[config.mk]
export PLATFORM = sky130hd
export DESIGN_NAME = i2c_master_write_sequencer_top
export DESIGN_NICKNAME = d
export VERILOG_FILES = /design/src/rtl/core/i2cmws_pkg.sv /design/src/rtl/core/i2cmws_fifo.sv /design/src/rtl/core/i2cmws_ctrl.sv /design/src/rtl/core/i2c_master_write_sequencer_top.sv
export SDC_FILE = /design/constraint.sdc
export NUM_CORES = 1
export LEC_CHECK = 0
export ABC_AREA = 1
export BUFFER_PORTS_ARGS = -buffer_cell sky130_fd_sc_hd__buf_2
export CAP_MARGIN = 20
export CORE_MARGIN = 1
export CORE_UTILIZATION = 40
export DETAILED_ROUTE_END_ITERATION = 10
export GPL_TIMING_DRIVEN = 0
export PLACE_DENSITY = 0.59
export SYNTH_ARGS = -nofsm -noshare
export SYNTH_HDL_FRONTEND = slang
export SYNTH_SLANG_ARGS = --single-unit
export TNS_END_PERCENT = 50
[constraint.sdc]
create_clock -name clk -period 5 [get_ports clk]
set_input_delay 0 -clock clk [delete_from_list [all_inputs] [get_ports clk]]
set_output_delay 0 -clock clk [all_outputs]
set_load 0.1 [all_outputs]
[src/rtl/core/i2cmws_pkg.sv]
`timescale 1ns / 1ps
// Package for the I2C master write sequencer: action, outcome and status codes,
// and the structs passed between the controller, the transmit FIFO and the top level.
// No dependencies.
package i2cmws_pkg;

  localparam int FIFO_DEPTH_DEF = 16;

  localparam logic [1:0] ACT_NONE  = 2'd0;
  localparam logic [1:0] ACT_START = 2'd1;
  localparam logic [1:0] ACT_SEND  = 2'd2;
  localparam logic [1:0] ACT_STOP  = 2'd3;

  localparam logic [1:0] WR_QUEUED  = 2'd0;
  localparam logic [1:0] WR_DROPPED = 2'd1;
  localparam logic [1:0] WR_REFUSED = 2'd2;

  localparam logic CMD_WRITE = 1'b0;
  localparam logic CMD_EVENT = 1'b1;

  localparam logic [3:0] ST_START     = 4'd0;
  localparam logic [3:0] ST_REPSTART  = 4'd1;
  localparam logic [3:0] ST_ADDR_ACK  = 4'd2;
  localparam logic [3:0] ST_DATA_ACK  = 4'd3;
  localparam logic [3:0] ST_ADDR_NACK = 4'd4;
  localparam logic [3:0] ST_DATA_NACK = 4'd5;
  localparam logic [3:0] ST_ARB_LOST  = 4'd6;
  localparam logic [3:0] ST_BUS_ERROR = 4'd7;

  localparam logic [7:0] ADDR_WRITE_MASK = 8'hFE;

  typedef struct packed {
    logic       push;
    logic       pop;
    logic       flush;
    logic [7:0] push_data;
  } fifo_ctl_t;

  typedef struct packed {
    logic       empty;
    logic       full;
    logic [7:0] rd_data;
  } fifo_sts_t;

  typedef struct packed {
    logic       error;
    logic       busy;
    logic [1:0] outcome;
    logic [7:0] bus_byte;
    logic [1:0] action;
  } result_t;

endpackage

[src/rtl/core/i2cmws_fifo.sv]
`timescale 1ns / 1ps
// Transmit FIFO of the I2C master write sequencer, with a prefetched head byte.
// Depends on i2cmws_pkg.
module i2cmws_fifo #(
  parameter int FIFO_DEPTH = i2cmws_pkg::FIFO_DEPTH_DEF
) (
  input  logic                  clk,
  input  logic                  rst_n,
  input  i2cmws_pkg::fifo_ctl_t fifo_ctl,
  output i2cmws_pkg::fifo_sts_t fifo_sts
);
  import i2cmws_pkg::*;

  localparam int AW   = $clog2(FIFO_DEPTH);
  localparam int PW   = $clog2(2 * FIFO_DEPTH);
  localparam logic [PW-1:0] DEPTH_P = PW'(FIFO_DEPTH);
  localparam logic [PW-1:0] WRAP_P  = PW'(2 * FIFO_DEPTH - 1);
  localparam logic [PW:0]   SPAN_P  = (PW+1)'(2 * FIFO_DEPTH);

  logic [7:0]    mem [FIFO_DEPTH];
  logic [PW-1:0] head_r, head_nxt;
  logic [PW-1:0] tail_r, tail_nxt;
  logic [7:0]    rd_data_r;
  logic [PW:0]   count;
  logic [AW-1:0] wr_idx, rd_idx;

  function automatic logic [PW-1:0] ptr_inc(input logic [PW-1:0] p);
    logic [PW-1:0] r;
    r = (p == WRAP_P) ? '0 : p + 1'b1;
    return r;
  endfunction

  function automatic logic [AW-1:0] ptr_idx(input logic [PW-1:0] p);
    logic [PW-1:0] r;
    r = (p >= DEPTH_P) ? p - DEPTH_P : p;
    return r[AW-1:0];
  endfunction

  always_comb begin
    if (tail_r >= head_r) begin
      count = {1'b0, tail_r} - {1'b0, head_r};
    end else begin
      count = {1'b0, tail_r} + SPAN_P - {1'b0, head_r};
    end
  end

  always_comb begin
    head_nxt = head_r;
    tail_nxt = tail_r;
    if (fifo_ctl.push) begin
      tail_nxt = ptr_inc(tail_r);
    end
    if (fifo_ctl.flush) begin
      head_nxt = tail_r;
    end else if (fifo_ctl.pop) begin
      head_nxt = ptr_inc(head_r);
    end
  end

  assign wr_idx = ptr_idx(tail_r);
  assign rd_idx = ptr_idx(head_nxt);

  always_ff @(posedge clk) begin
    if (!rst_n) begin
      head_r <= '0;
      tail_r <= '0;
    end else begin
      head_r <= head_nxt;
      tail_r <= tail_nxt;
    end
  end

  always_ff @(posedge clk) begin
    if (fifo_ctl.push) begin
      mem[wr_idx] <= fifo_ctl.push_data;
    end
    if (fifo_ctl.push && (wr_idx == rd_idx)) begin
      rd_data_r <= fifo_ctl.push_data;
    end else begin
      rd_data_r <= mem[rd_idx];
    end
  end

  assign fifo_sts.empty   = (count == '0);
  assign fifo_sts.full    = (count >= (PW+1)'(FIFO_DEPTH));
  assign fifo_sts.rd_data = rd_data_r;

`ifndef NO_ASSERTIONS
  a_count_bound: assert property (@(posedge clk) disable iff (!rst_n)
    count <= (PW+1)'(FIFO_DEPTH))
    else $error("FIFO holds more entries than its depth");
  a_flush_empties: assert property (@(posedge clk) disable iff (!rst_n)
    fifo_ctl.flush && !fifo_ctl.push |=> fifo_sts.empty)
    else $error("FIFO not empty after a flush");
  a_push_count: assert property (@(posedge clk) disable iff (!rst_n)
    fifo_ctl.push && !fifo_ctl.pop && !fifo_ctl.flush |=> !fifo_sts.empty)
    else $error("FIFO empty after a push");
`endif

endmodule

[src/rtl/core/i2cmws_ctrl.sv]
`timescale 1ns / 1ps
// Sequencing control of the I2C master write sequencer: busy, error and
// end-pending flags, FIFO requests and the result of each item.
// Depends on i2cmws_pkg.
module i2cmws_ctrl (
  input  logic                  clk,
  input  logic                  rst_n,
  input  logic                  proc,
  input  logic                  command,
  input  logic [7:0]            data,
  input  logic                  last_in,
  input  logic [3:0]            bus_status,
  input  logic [7:0]            target_address,
  input  i2cmws_pkg::fifo_sts_t fifo_sts,
  output i2cmws_pkg::fifo_ctl_t fifo_ctl,
  output i2cmws_pkg::result_t   result
);
  import i2cmws_pkg::*;

  logic busy_r, busy_nxt;
  logic error_r, error_nxt;
  logic end_r, end_nxt;

  always_comb begin
    busy_nxt           = busy_r;
    error_nxt          = error_r;
    end_nxt            = end_r;
    fifo_ctl.push      = 1'b0;
    fifo_ctl.pop       = 1'b0;
    fifo_ctl.flush     = 1'b0;
    fifo_ctl.push_data = data;
    result.action      = ACT_NONE;
    result.bus_byte    = '0;
    result.outcome     = WR_QUEUED;
    if (proc) begin
      if (command == CMD_WRITE) begin
        if (error_r) begin
          result.outcome = WR_DROPPED;
          if (last_in) begin
            error_nxt = 1'b0;
          end
        end else if (end_r || fifo_sts.full) begin
          result.outcome = WR_REFUSED;
        end else begin
          if (!busy_r) begin
            busy_nxt      = 1'b1;
            result.action = ACT_START;
          end
          fifo_ctl.push = 1'b1;
          end_nxt       = last_in;
        end
      end else begin
        unique case (bus_status)
          ST_START, ST_REPSTART: begin
            result.action   = ACT_SEND;
            result.bus_byte = target_address & ADDR_WRITE_MASK;
          end
          ST_ADDR_ACK: begin
            if (!fifo_sts.empty) begin
              fifo_ctl.pop    = 1'b1;
              result.action   = ACT_SEND;
              result.bus_byte = fifo_sts.rd_data;
            end
          end
          ST_DATA_ACK: begin
            if (!fifo_sts.empty) begin
              fifo_ctl.pop    = 1'b1;
              result.action   = ACT_SEND;
              result.bus_byte = fifo_sts.rd_data;
            end else begin
              busy_nxt      = 1'b0;
              end_nxt       = 1'b0;
              result.action = ACT_STOP;
            end
          end
          ST_ADDR_NACK, ST_DATA_NACK, ST_ARB_LOST, ST_BUS_ERROR: begin
            fifo_ctl.flush = 1'b1;
            error_nxt      = 1'b1;
            end_nxt        = 1'b0;
            busy_nxt       = 1'b0;
            result.action  = ACT_STOP;
          end
          default: begin
          end
        endcase
      end
    end
    result.busy  = busy_nxt;
    result.error = error_nxt;
  end

  always_ff @(posedge clk) begin
    if (!rst_n) begin
      busy_r  <= 1'b0;
      error_r <= 1'b0;
      end_r   <= 1'b0;
    end else begin
      busy_r  <= busy_nxt;
      error_r <= error_nxt;
      end_r   <= end_nxt;
    end
  end

`ifndef NO_ASSERTIONS
  a_error_event: assert property (@(posedge clk) disable iff (!rst_n)
    fifo_ctl.flush |=> error_r && !busy_r && !end_r && fifo_sts.empty)
    else $error("Error event did not leave the block idle with the error flag set");
  a_push_not_full: assert property (@(posedge clk) disable iff (!rst_n)
    fifo_ctl.push |-> !fifo_sts.full && !error_r && !end_r)
    else $error("Byte queued while writes are blocked");
  a_pop_not_empty: assert property (@(posedge clk) disable iff (!rst_n)
    fifo_ctl.pop |-> !fifo_sts.empty)
    else $error("Byte popped from an empty FIFO");
  a_start_sets_busy: assert property (@(posedge clk) disable iff (!rst_n)
    proc && result.action == ACT_START |=> busy_r)
    else $error("START requested without entering the busy state");
`endif

endmodule

[src/rtl/core/i2c_master_write_sequencer_top.sv]
`timescale 1ns / 1ps
// I2C master write sequencer: top level with input register, controller,
// transmit FIFO and result register. Depends on i2cmws_pkg, i2cmws_ctrl, i2cmws_fifo.
// A result passes the input register and then the result register before it is offered.
// Throughput: one item per cycle while the receiver accepts results; the input and result registers are each one stage.
// Reset clears pointers, flags, the address register and valid bits; FIFO storage
// is not cleared and needs no clearing pass, so items are taken right after reset.
module i2c_master_write_sequencer_top #(
  parameter int FIFO_DEPTH = i2cmws_pkg::FIFO_DEPTH_DEF
) (
  input  logic        clk,
  input  logic        rst_n,
  input  logic        in_tvalid,
  output logic        in_tready,
  input  logic [15:0] in_tdata,   // data[7:0], bus_status[11:8], zero fill[15:12]
  input  logic        in_tuser,   // command[0]
  input  logic        in_tlast,
  output logic        out_tvalid,
  input  logic        out_tready,
  output logic [15:0] out_tdata,  // bus_action[1:0], bus_byte[9:2], write_outcome[11:10],
                                  // busy_res[12], error[13], zero fill[15:14]
  input  logic        cfg_valid,
  output logic        cfg_ready,
  input  logic [7:0]  cfg_data
);
  import i2cmws_pkg::*;

  logic       s1_valid_r;
  logic       s1_cmd_r;
  logic [7:0] s1_data_r;
  logic       s1_last_r;
  logic [3:0] s1_status_r;
  logic       out_valid_r;
  result_t    out_res_r;
  logic [7:0] addr_r;
  logic       advance;
  fifo_ctl_t  fifo_ctl;
  fifo_sts_t  fifo_sts;
  result_t    result;

  assign advance   = s1_valid_r && (!out_valid_r || out_tready);
  assign in_tready = !s1_valid_r || advance;
  assign cfg_ready = 1'b1;

  always_ff @(posedge clk) begin
    if (!rst_n) begin
      addr_r <= '0;
    end else if (cfg_valid && cfg_ready) begin
      addr_r <= cfg_data;
    end
  end

  always_ff @(posedge clk) begin
    if (!rst_n) begin
      s1_valid_r <= 1'b0;
    end else if (in_tready) begin
      s1_valid_r <= in_tvalid;
    end
  end

  always_ff @(posedge clk) begin
    if (in_tvalid && in_tready) begin
      s1_cmd_r    <= in_tuser;
      s1_data_r   <= in_tdata[7:0];
      s1_status_r <= in_tdata[11:8];
      s1_last_r   <= in_tlast;
    end
  end

  i2cmws_ctrl u_ctrl (
    .clk            (clk),
    .rst_n          (rst_n),
    .proc           (advance),
    .command        (s1_cmd_r),
    .data           (s1_data_r),
    .last_in        (s1_last_r),
    .bus_status     (s1_status_r),
    .target_address (addr_r),
    .fifo_sts       (fifo_sts),
    .fifo_ctl       (fifo_ctl),
    .result         (result)
  );

  i2cmws_fifo #(
    .FIFO_DEPTH (FIFO_DEPTH)
  ) u_fifo (
    .clk      (clk),
    .rst_n    (rst_n),
    .fifo_ctl (fifo_ctl),
    .fifo_sts (fifo_sts)
  );

  always_ff @(posedge clk) begin
    if (!rst_n) begin
      out_valid_r <= 1'b0;
    end else if (advance) begin
      out_valid_r <= 1'b1;
    end else if (out_tready) begin
      out_valid_r <= 1'b0;
    end
  end

  always_ff @(posedge clk) begin
    if (advance) begin
      out_res_r <= result;
    end
  end

  assign out_tvalid = out_valid_r;
  assign out_tdata  = {2'b00, out_res_r.error, out_res_r.busy, out_res_r.outcome,
                       out_res_r.bus_byte, out_res_r.action};

endmodule

== After elaboration in Yosys (flattened, before gate mapping) ==
Memories as Yosys holds them, arrays and structs flattened. A register that Yosys moved wholly into a read port is not among the register bits.
Index checks and enable logic that the tools add are counted.
Cells by class
  shifts and indexed selects: 0
  magnitude comparators: 4
  eq/ne operators: 13
  $add $sub $neg: 7
  multiplexer cells: 46
  bitwise gates (word level): 0
  multipliers: 0
  div/mod/pow operators: 0
  reductions and logical operators: 15
Operator list (count)
  1-bit 2-to-1 mux: 27
  8-bit one-hot mux with 3 select lines: 1
  5-bit 2-to-1 mux: 4
  4-bit by 3-bit == test with 1-bit output (second input constant): 4
  5-bit by 1-bit adder with 5-bit output (second input constant): 2
  5-bit == test (second input constant): 2
  5-bit >= comparator (second input constant): 2
  10-bit 2-to-1 mux: 1
  2-bit 2-to-1 mux: 5
  4-bit by 2-bit == test with 1-bit output (second input constant): 2
  4-bit 2-to-1 mux: 2
  8-bit 2-to-1 mux: 1
  2-bit one-hot mux with 4 select lines: 1
  4-bit by 1-bit subtractor with 4-bit output (second input constant): 2
  5-bit by 6-bit adder with 6-bit output (second input constant): 1
  6-bit by 5-bit >= comparator with 1-bit output (second input constant): 1
  6-bit zero test: 1
  6-bit 2-to-1 mux: 1
  2-bit OR reduction: 3
  5-bit by 5-bit subtractor with 6-bit output: 1
  6-bit by 5-bit subtractor with 6-bit output: 1
  5-bit >= comparator: 1
  5-bit AND reduction: 1
  4-bit by 1-bit == test with 1-bit output (second input constant): 1
  other kinds (11): 17
Word-level totals
  bits in latches: 0
  input bits: 31
  ROM bits: 0
  flip-flop bits (word level): 51
  memories kept: 1
  RAM bits: 128
Memory list
  u_fifo.mem: depth 16, width 8, read ports 1, clocked after memory_dff 1, wr ports 1, RTL line i2cmws_fifo.sv:20  | logic [7:0] mem [FIFO_DEPTH];

== Logic depth before layout (Yosys ltp) ==
Gate-level depths: netlist of the first run.
  depth after elaboration: 13
  mapped depth: 15

== Cells and area by module ==
From an unflattened synthesis of the first run, not the netlist that was laid out.
Unflattened totals
  cell total of the unflattened synthesis: 792
  area total of the unflattened synthesis: 8069.0 sq um
Modules (own cells, without submodules)
  i2cmws_fifo: sequential area each 4124.0 sq um, cells each 626, area each 6299.8 sq um, instances 1
  i2c_master_write_sequencer_top: sequential area each 1041.0 sq um, cells each 79, area each 1221.2 sq um, instances 1
  i2cmws_ctrl: sequential area each 60.1 sq um, cells each 87, area each 548.0 sq um, instances 1

== Worst setup path after synthesis of the first run ==
OpenSTA, ideal clock, no wires.
  path kind: flip-flop to flip-flop
  start: register out_valid_r (netlist: out_tvalid)
  end: register s1_cmd_r (enable)
  data arrival time: 2.526 ns
  period minus slack after synthesis: 2.834 ns
  data required time: 4.692 ns
  library setup time: 0.308 ns
  cell stages (with the launch flop): 4
  path buffers: 0
  setup slack: 2.166 ns
  path through: dfxtp_1 nand3_1 nand2_1 inv_1
Between the ends
  longest elaborated chain between the ends: 5
RTL lines
  start, declared: RTL line i2c_master_write_sequencer_top.sv:33  | logic out_valid_r;
  start signal, assigned: RTL line i2c_master_write_sequencer_top.sv:95  | out_valid_r <= 1'b0;
  start signal, assigned: RTL line i2c_master_write_sequencer_top.sv:97  | out_valid_r <= 1'b1;
  start signal, assigned: RTL line i2c_master_write_sequencer_top.sv:99  | out_valid_r <= 1'b0;
  1-bit zero test: RTL line i2c_master_write_sequencer_top.sv:41  | assign advance = s1_valid_r && (!out_valid_r || out_tready);
  1-bit logical OR: RTL line i2c_master_write_sequencer_top.sv:41
  1-bit logical AND: RTL line i2c_master_write_sequencer_top.sv:41
  1-bit logical OR: RTL line i2c_master_write_sequencer_top.sv:42  | assign in_tready = !s1_valid_r || advance;
  named net in_tready: RTL line i2c_master_write_sequencer_top.sv:14  | output logic in_tready,
  1-bit logical AND: RTL line i2c_master_write_sequencer_top.sv:62  | if (in_tvalid && in_tready) begin
  end signal, assigned: RTL line i2c_master_write_sequencer_top.sv:63  | s1_cmd_r <= in_tuser;
  end, declared: RTL line i2c_master_write_sequencer_top.sv:29  | logic s1_cmd_r;
The timed path passes the listed nets, and every way through them passes these cells.
A chain may end at the register's enable or synchronous reset.

== Worst setup path after layout of the first run ==
  start: register u_fifo.tail_r[0]
  end: memory u_fifo.mem[5][3] (enable)
Between the ends
  longest elaborated chain between the ends: 11
  elaborated cells between the ends (all ways): 16
RTL lines
  start, declared: RTL line i2cmws_fifo.sv:22  | logic [PW-1:0] tail_r, tail_nxt;
  start signal, assigned: RTL line i2cmws_fifo.sv:69  | tail_r <= tail_nxt;
  5-bit by 6-bit adder with 6-bit output: RTL line i2cmws_fifo.sv:43  | count = {1'b0, tail_r} + SPAN_P - {1'b0, head_r};
  6-bit by 5-bit subtractor with 6-bit output: RTL line i2cmws_fifo.sv:43
  6-bit 2-to-1 mux: RTL line i2cmws_fifo.sv:40  | if (tail_r >= head_r) begin
  6-bit by 5-bit >= comparator with 1-bit output: RTL line i2cmws_fifo.sv:85  | assign fifo_sts.full = (count >= (PW+1)'(FIFO_DEPTH));
  1-bit logical OR: RTL line i2cmws_ctrl.sv:42  | end else if (end_r || fifo_sts.full) begin
  1-bit 2-to-1 mux: RTL line i2cmws_ctrl.sv:42
  1-bit 2-to-1 mux: RTL line i2cmws_ctrl.sv:37  | if (error_r) begin
  1-bit 2-to-1 mux: RTL line i2cmws_ctrl.sv:36  | if (command == CMD_WRITE) begin
  3-bit 2-to-1 mux: RTL line i2cmws_ctrl.sv:35  | if (proc) begin
  1-bit 2-to-1 mux: RTL line i2cmws_fifo.sv:74  | if (fifo_ctl.push) begin
  1-bit 2-to-1 mux (implied by the code): RTL line i2cmws_fifo.sv:75  | mem[wr_idx] <= fifo_ctl.push_data;
  end, declared: RTL line i2cmws_fifo.sv:20
Several ways; a longest one is shown, not always the timed one.

==> impl_metrics.ini, run 1 <==
[status]
outcome = finished clean

[critical_path]
crit_start = u_fifo.tail_r[0]
cp_data_arrival_time_ns = 3.56
worstPathMaxFanout = 9
cp_data_required_time_ns = 5.04
cp_cell_sequence = inv_1 > ha_1 > fa_1 > or2_1 > nand2_1 > nand2_1 > nand2_2 > nand3b_4 > nor2_4 > nand3_4 > clkinv_8 > nand2_4 > nor2_1
end_kind = register
critPathSlowestCell = nor2_1
cp-start-kind = register
rr_worst_depth = 13
r2r_setup_slack_ns = 1.49
r2r-start = u_fifo.tail_r[0]
crit_type = reg -> reg
cpPeakStageDelay_ns = 0.66
crit_end = u_fifo.mem[5][3]
r2r-end = u_fifo.mem[5][3]
cpMostUsedCell = nand2_1

[clock_network]
post-cts-setup-buffers = 0
cts_root_buf = clkbuf_16
cts_tree = yes
hold_buffers = 32
cts-buffers-inserted = 17
post_cts_resized = 0
cts.sinks = 182
insertion_delay_ns = 0.42
path_clk_slew_ns = 0.06
clockBufferDepth = 2
cts_htree_levels = 4

[floorplan]
dieHeight_um = 142.0
num_rows = 50
dieArea_sq_um = 20170
ioPinCount = 50
coreArea_sq_um = 18960
die_x_um = 142.0
start_util = 0.4137

[power_and_ir_drop]
irDropWorstVdd_uv = 255.6
p_leak_nw = 3.648
power_density_nw_per_um2 = 354.7

[yosys]
syn_inst = 714
yosysUniqueCellTypes = 36
synth-async-reset-ratio = 0
synthesis.area_sq_um = 7843
synth_seq_cells = 182
yosysWarningCount = 0
avgSynthCellArea_sq_um = 10.98
synth_edf_count = 156
seq_area_frac_synth = 0.6637
ys.flop_type = edfxtp_1

[detailed_routing]
ant_nets = 0
drcViolationCount = 0
dr.first_iter.drc_count = 567
vias = 5480
dr.pass1.iters = 5
avgRoutedWirePerCell_um = 17.29
via_per_inst = 5.074
routed_wirelength_um = 18670

[sta]
final-setup-viol-count = 0
grt_setup_unrepaired = no
skew_ns = 0.006867
tightest_slew_ns = 0.8596
relSlewSlack = 0.4248
min_period_ns = 3.514
hold_viol = 0
maxSlewViolCount = 0
fmax_mhz = 284.6
period_share = 0.7028
whs_ns = 0.2850
tns_ns = 0

[worst_hold_path]
holdCritPathClass = in -> reg
hold_depth = 2

[global_routing]
antenna_found_initial = 0
grt_max_degree = 17
grt_pass1_vias = 5318
grt_pass1_wl_um = 28660
grt_overflow = 0
grtUsageTotal = 0.1938

[job]
drv_cap = 0

[placement]
io_buffers = 41
place_area_sq_um = 8377
post-dp-hpwl_um = 12680
gp_congestion = 0.9127

[layout]
stdcell_area_sq_um = 9294
insertedDiodeCount = 0
nNetsFinal = 851
area_delta_synth_final_pct = 18.51
final_layout_size_suffix_gt1_frac = 0.1232
## area by class of cell
cell class	count	area [sq um]
well taps	260	325.3
plain buffers	28	130.1
multi-input cells	420	2180
fillers	1693	9662
repair buffers	73	525.5
clock buffers	21	440.4
flip-flops and latches	182	5205
inverters	85	331.6
clock inverters	11	156.4
## how the worst min path moves through the flow
| stage | slack (ns) | start | endpoint |
|---|---|---|---|
| after floorplan | 0.1 | in_tuser | s1_cmd_r |
| after global placement | 0.18 | in_tdata[1] | s1_data_r[1] |
| after detailed placement | 0.18 | in_tdata[3] | s1_data_r[3] |
| after CTS | 0.27 | in_tuser | s1_cmd_r |
| after global routing | 0.27 | in_tdata[3] | s1_data_r[3] |
| final | 0.28 | in_tuser | s1_cmd_r |
## report_power, final
group / internal, mW / switching (mW) / total (mW)
combinational: 0.0708 / 0.157 / 0.228
clock: 0.830 / 0.534 / 1.36
sequential: 1.67 / 0.0304 / 1.70
## cells by family (layout without fill, tap and decap cells)
family / count (synthesis) / in the layout / share of synthesized area
AND/OR/NAND/NOR: 239 / 239 / 0.1353
flip-flops: 182 / 182 / 0.6637
AO/OA/AOI/OAI: 147 / 147 / 0.09621
buffers and inverters: 113 / 218 / 0.05887
multiplexers: 18 / 18 / 0.02329
adder cells (fa/ha/maj): 13 / 13 / 0.02170
other: 2 / 3 / 0.0009576
## per-layer routing
| layer | vias up | share of wire | global-route usage |
|---|---|---|---|
| met5 | - | 0 | 0 |
| met2 | 213 | 0.45 | 0.2959 |
| met3 | 28 | 0.060 | 0.03769 |
| li1 | 2623 | - | - |
| met1 | 2616 | 0.46 | 0.2746 |
| met4 | 0 | 0.021 | 0.07018 |
## flip-flops by register name (all words and copies together) (netlist names), named ones only
register	count
u_ctrl.error_r	1
s1_status_r	4
out_tvalid	1
s1_last_r	1
s1_cmd_r	1
u_ctrl.end_r	1
u_ctrl.busy_r	1
s1_data_r	8
u_fifo.head_r	5
u_fifo.mem	128
addr_r	7
s1_valid_r	1
out_tdata	14
u_fifo.tail_r	5
## Yosys cell counts (2+ instances only)
cell | n | share of area
buf_1 | 4 | 0.0019
clkbuf_1 | 14 | 0.0067
mux2_2 | 2 | 0.0029
nand2_4 | 4 | 0.0057
nand4_1 | 5 | 0.0040
buf_2 | 5 | 0.0032
a21oi_2 | 3 | 0.0034
edfxtp_1 | 156 | 0.60
a21oi_1 | 68 | 0.043
conb_1 | 2 | 0.00096
nor3_1 | 4 | 0.0026
buf_4 | 5 | 0.0048
o21ai_0 | 73 | 0.047
nand2_1 | 119 | 0.057
inv_1 | 82 | 0.039
ha_1 | 12 | 0.019
nand3_1 | 32 | 0.020
nand3_2 | 2 | 0.0026
mux2i_1 | 16 | 0.020
nand2_2 | 5 | 0.0040
dfxtp_1 | 26 | 0.066
or2_2 | 2 | 0.0016
nor2_1 | 60 | 0.029
## cells in the final DEF (no fill, tap or decap), types with 26 or more instances in the layout
master and instances:
o21ai_0 73, inv_1 82, dlygate4sd3_1 32, buf_2 46
nor2_1 60, dfxtp_1 26, nand2_1 119, edfxtp_1 156
nand3_1 32, a21oi_1 68
## critical path, delay by kind of cell (launching register included)
kind / cells / cell delay (ns)
buffers and inverters: 2 / 0.29
DFF: 1 / 0.46
adders and majority gates: 2 / 0.70
and+or+nand+nor: 9 / 1.65
## metrics by stage
step	util	setup WS, ns	total power, mW	instances
after floorplan	-	2.166	1.879	715
after global placement	0.4419	1.585	1.939	1016
after detailed placement	0.4419	1.497	1.944	1016
after CTS	0.4903	1.477	3.314	1080
after global routing	0.4903	1.262	3.396	1080
final	0.4903	1.486	3.297	1080
Power figures use the tool's default switching activity.
==> inputs of run 2 (changes only) <==
--- a/config.mk
+++ b/config.mk
@@ -5,14 +5,14 @@
 export SDC_FILE = /design/constraint.sdc
 export NUM_CORES = 1
 export LEC_CHECK = 0
-export ABC_AREA = 1
+export ABC_AREA = 0
 export BUFFER_PORTS_ARGS = -buffer_cell sky130_fd_sc_hd__buf_2
 export CAP_MARGIN = 20
 export CORE_MARGIN = 1
 export CORE_UTILIZATION = 40
 export DETAILED_ROUTE_END_ITERATION = 10
 export GPL_TIMING_DRIVEN = 0
-export PLACE_DENSITY = 0.59
+export PLACE_DENSITY = 0.6
 export SYNTH_ARGS = -nofsm -noshare
 export SYNTH_HDL_FRONTEND = slang
 export SYNTH_SLANG_ARGS = --single-unit
==> constraint.sdc (replaced) <==
create_clock -name clk -period 3.4 [get_ports clk]
set_input_delay 0 -clock clk [delete_from_list [all_inputs] [get_ports clk]]
set_output_delay 0 -clock clk [all_outputs]
set_load 0.1 [all_outputs]
==> run 2 against run 1 <==
The flow now finishes with violations (DRC). Global-route usage shrank 1.9 points. Cell area fell by 2.5%. Core utilization rose by 0.92 points. Flip-flop and latch count did not move. First-iteration DRC count is 50% lower. Via count fell by 24%. Setup slack got worse by 1.3 ns. Worst hold slack worse by 0.22 ns. Sequential share of layout area up 1.4 points. Clock power is 49% higher. Largest cell class unchanged.
==> impl_metrics.ini, run 2 <==
[critical_path]
end_kind = register
worstPathMaxFanout = 10
rr_worst_depth = 11
r2r-end = u_fifo.mem[1][3]
crit_type = reg -> reg
cp_data_arrival_time_ns = 3.33
r2r-start = u_fifo.tail_r[0]
cp_data_required_time_ns = 3.54
r2r_setup_slack_ns = 0.21
cp-start-kind = register

[floorplan]
dieArea_sq_um = 19220
coreArea_sq_um = 18150
dieHeight_um = 138.6
start_util = 0.4114
ioPinCount = 50
die_x_um = 138.6
num_rows = 49

[detailed_routing]
avgRoutedWirePerCell_um = 20.19
drcViolationCount = 8
routed_wirelength_um = 15750
dr.first_iter.drc_count = 284
via_per_inst = 5.314
vias = 4145
dr.pass1.iters = 9
ant_nets = 0

[yosys]
synth-async-reset-ratio = 0
ys_top_cells_by_count = edfxtp_1, mux4_2, nor2_1, dfxtp_1, nand2_1
synthSimpleGateAreaFrac = 0.06720
synth_mux_area_frac = 0.1327
yosysUniqueCellTypes = 54
yosysMostFrequentCell = edfxtp_1
seq_area_frac_synth = 0.6972
synth_seq_cells = 182
synth_compound_area_frac = 0.04760
synth_edf_count = 156
synthXorXnorAreaFrac = 0.004692
yosysTopAreaCellShare = 0.6275
synth-adder-area-share = 0.02279
synthTopCellsByArea = edfxtp_1, mux4_2, dfxtp_1
avgSynthCellArea_sq_um = 16.82
syn_inst = 444
synthesis.area_sq_um = 7466
synth_top_area_cell = edfxtp_1
synth_top_family_by_area = multiplexers
yosysWarningCount = 0
ys.flop_type = edfxtp_1

[sta]
final-setup-viol-count = 0
whs_ns = 0.06551
maxSlewViolCount = 0
skew_ns = 0.01443
relSlewSlack = 0.4246
min_period_ns = 3.189
hold_viol = 0
tightest_slew_ns = 0.8631
fmax_mhz = 313.6
grt_setup_unrepaired = no
period_share = 0.9378

[power_and_ir_drop]
power.switching_mw = 1.200
clkPwrFrac = 0.412
pwr-share-seq = 0.508
irDropWorstVdd_uv = 419.9
p_leak_nw = 3.018
p_int_mw = 3.733
power_frac_comb = 0.080
power_density_nw_per_um2 = 544.1
p_sw_frac = 0.2432

[layout]
final_common_cell = edfxtp_1
multi_input_area_sq_um = 2218
final_util = 0.4995
regArea_sq_um = 5205
stdcell_area_sq_um = 9065
final_layout_size_suffix_gt1_frac = 0.2958
final_cell_mix = edfxtp_1, buf_2, mux4_2
nNetsFinal = 582
regMostFlops = u_fifo.mem
largest_reg_flops = 128
insertedDiodeCount = 0
area_delta_synth_final_pct = 21.42
fillers = 1515

[clock_network]
cts-buffers-inserted = 17
cts_htree_levels = 4
cts.sinks = 182
clockBufferDepth = 2
cts_tree = yes
cts_root_buf = clkbuf_16
path_clk_slew_ns = 0.07
insertion_delay_ns = 0.44

[global_routing]
grtUsageTotal = 0.1744
grt_pass1_wl_um = 24430
grt_overflow = 0
antenna_found_initial = 0
grt_max_degree = 21
grt_pass1_vias = 4230

[job]
drv_cap = 0

[worst_hold_path]
holdCritPathClass = in -> reg
hold_path_end = addr_r[2]
hold_depth = 3
min-delay-start = cfg_valid

[status]
outcome = finished with violations
violations = DRC

[placement]
io_buffers = 40
place_area_sq_um = 7981
gp_congestion = 0.7567
post-dp-hpwl_um = 10530
==> run 2: worst max path at each step <==
stage / cells past startpoint / slack, ns / to / startpoint
after floorplan: 10 / 0.06 / u_fifo.mem[0][0] / u_fifo.tail_r[0]
after global placement: 10 / -1.29 / u_fifo.mem[2][5] / u_fifo.tail_r[0]
after detailed placement: 10 / -0.89 / u_fifo.mem[6][5] / u_fifo.tail_r[0]
after CTS: 11 / 0.05 / u_fifo.mem[0][4] / u_fifo.tail_r[0]
after global routing: 11 / 0.009 / u_fifo.mem[1][3] / u_fifo.tail_r[0]
final: 11 / 0.21 / u_fifo.mem[1][3] / u_fifo.tail_r[0]
==> run 2: power by group through the flow <==
stage               clock network, mW  logic, mW  registers (mW)
finish                           2.03      0.396            2.50
detailed placement                  0      0.367            2.56
floorplan                           0      0.212            2.61
CTS                              2.06      0.396            2.51
global placement                    0      0.361            2.55
global route                     2.14      0.425            2.51
==> run 2: cell families (layout without fill, tap and decap cells) <==
family	after synthesis	after routing
flops	182	182
simple gates	106	106
compound gates	52	52
mux	49	49
buf+inv	36	142
fa+ha+maj	13	13
xor+xnor	4	4
other cells	2	3
==> run 2: area by class of cell <==
| cell class | instances | area share |
|---|---|---|
| Inverter | 13 | 0.005383 |
| Clock buffer | 17 | 0.04693 |
| Tap cell | 229 | 0.03161 |
| Clock inverter | 15 | 0.02015 |
| Timing Repair Buffer | 74 | 0.05990 |
| Buffer | 23 | 0.01712 |
| Sequential cell | 182 | 0.5742 |
| Multi-Input combinational cell | 227 | 0.2447 |
==> run 2: critical path, cell delays in order, from the launching register on <==
cell and delay, ns:
dfxtp_1 0.44, inv_1 0.16, ha_1 0.25, fa_1 0.40
nand2b_1 0.19, a21oi_2 0.20, xor2_1 0.12, nor3_2 0.23
buf_4 0.26, nand2_2 0.18, nor3_4 0.27, buf_4 0.19
==> run 2: what timing repair did <==
action                                  CTS  global route
buffers inserted                          4             3
pin swaps                                 3             2
gates resized for setup                  37             2
endpoints found under the setup margin  128           106
hold buffers                             25             0
hold endpoints to repair                 25             0
==> run 2: per-stage QoR <==
step                      worst slack [ns]  std cells  power [mW]  TNS, ns
after global placement              -1.289        714       2.913  -105.98
after global routing              0.009228        780       5.076        0
after detailed placement           -0.8906        716       2.922  -105.96
final                               0.2114        780       4.932        0
after floorplan                    0.05782        445       2.817        0
after CTS                          0.04512        777       4.959        0
==> run 2: layer usage <==
| metal | up-vias | global-route usage | share of wire | wire [um] |
|---|---|---|---|---|
| met2 | 88 | 0.3003 | 0.52 | 8172 |
| li1 | 1920 | - | - | - |
| met5 | - | 0 | 0 | 0 |
| met4 | 0 | 0.05263 | 0.0079 | 125 |
| met3 | 11 | 0.03108 | 0.038 | 599 |
| met1 | 2126 | 0.2262 | 0.44 | 6850 |
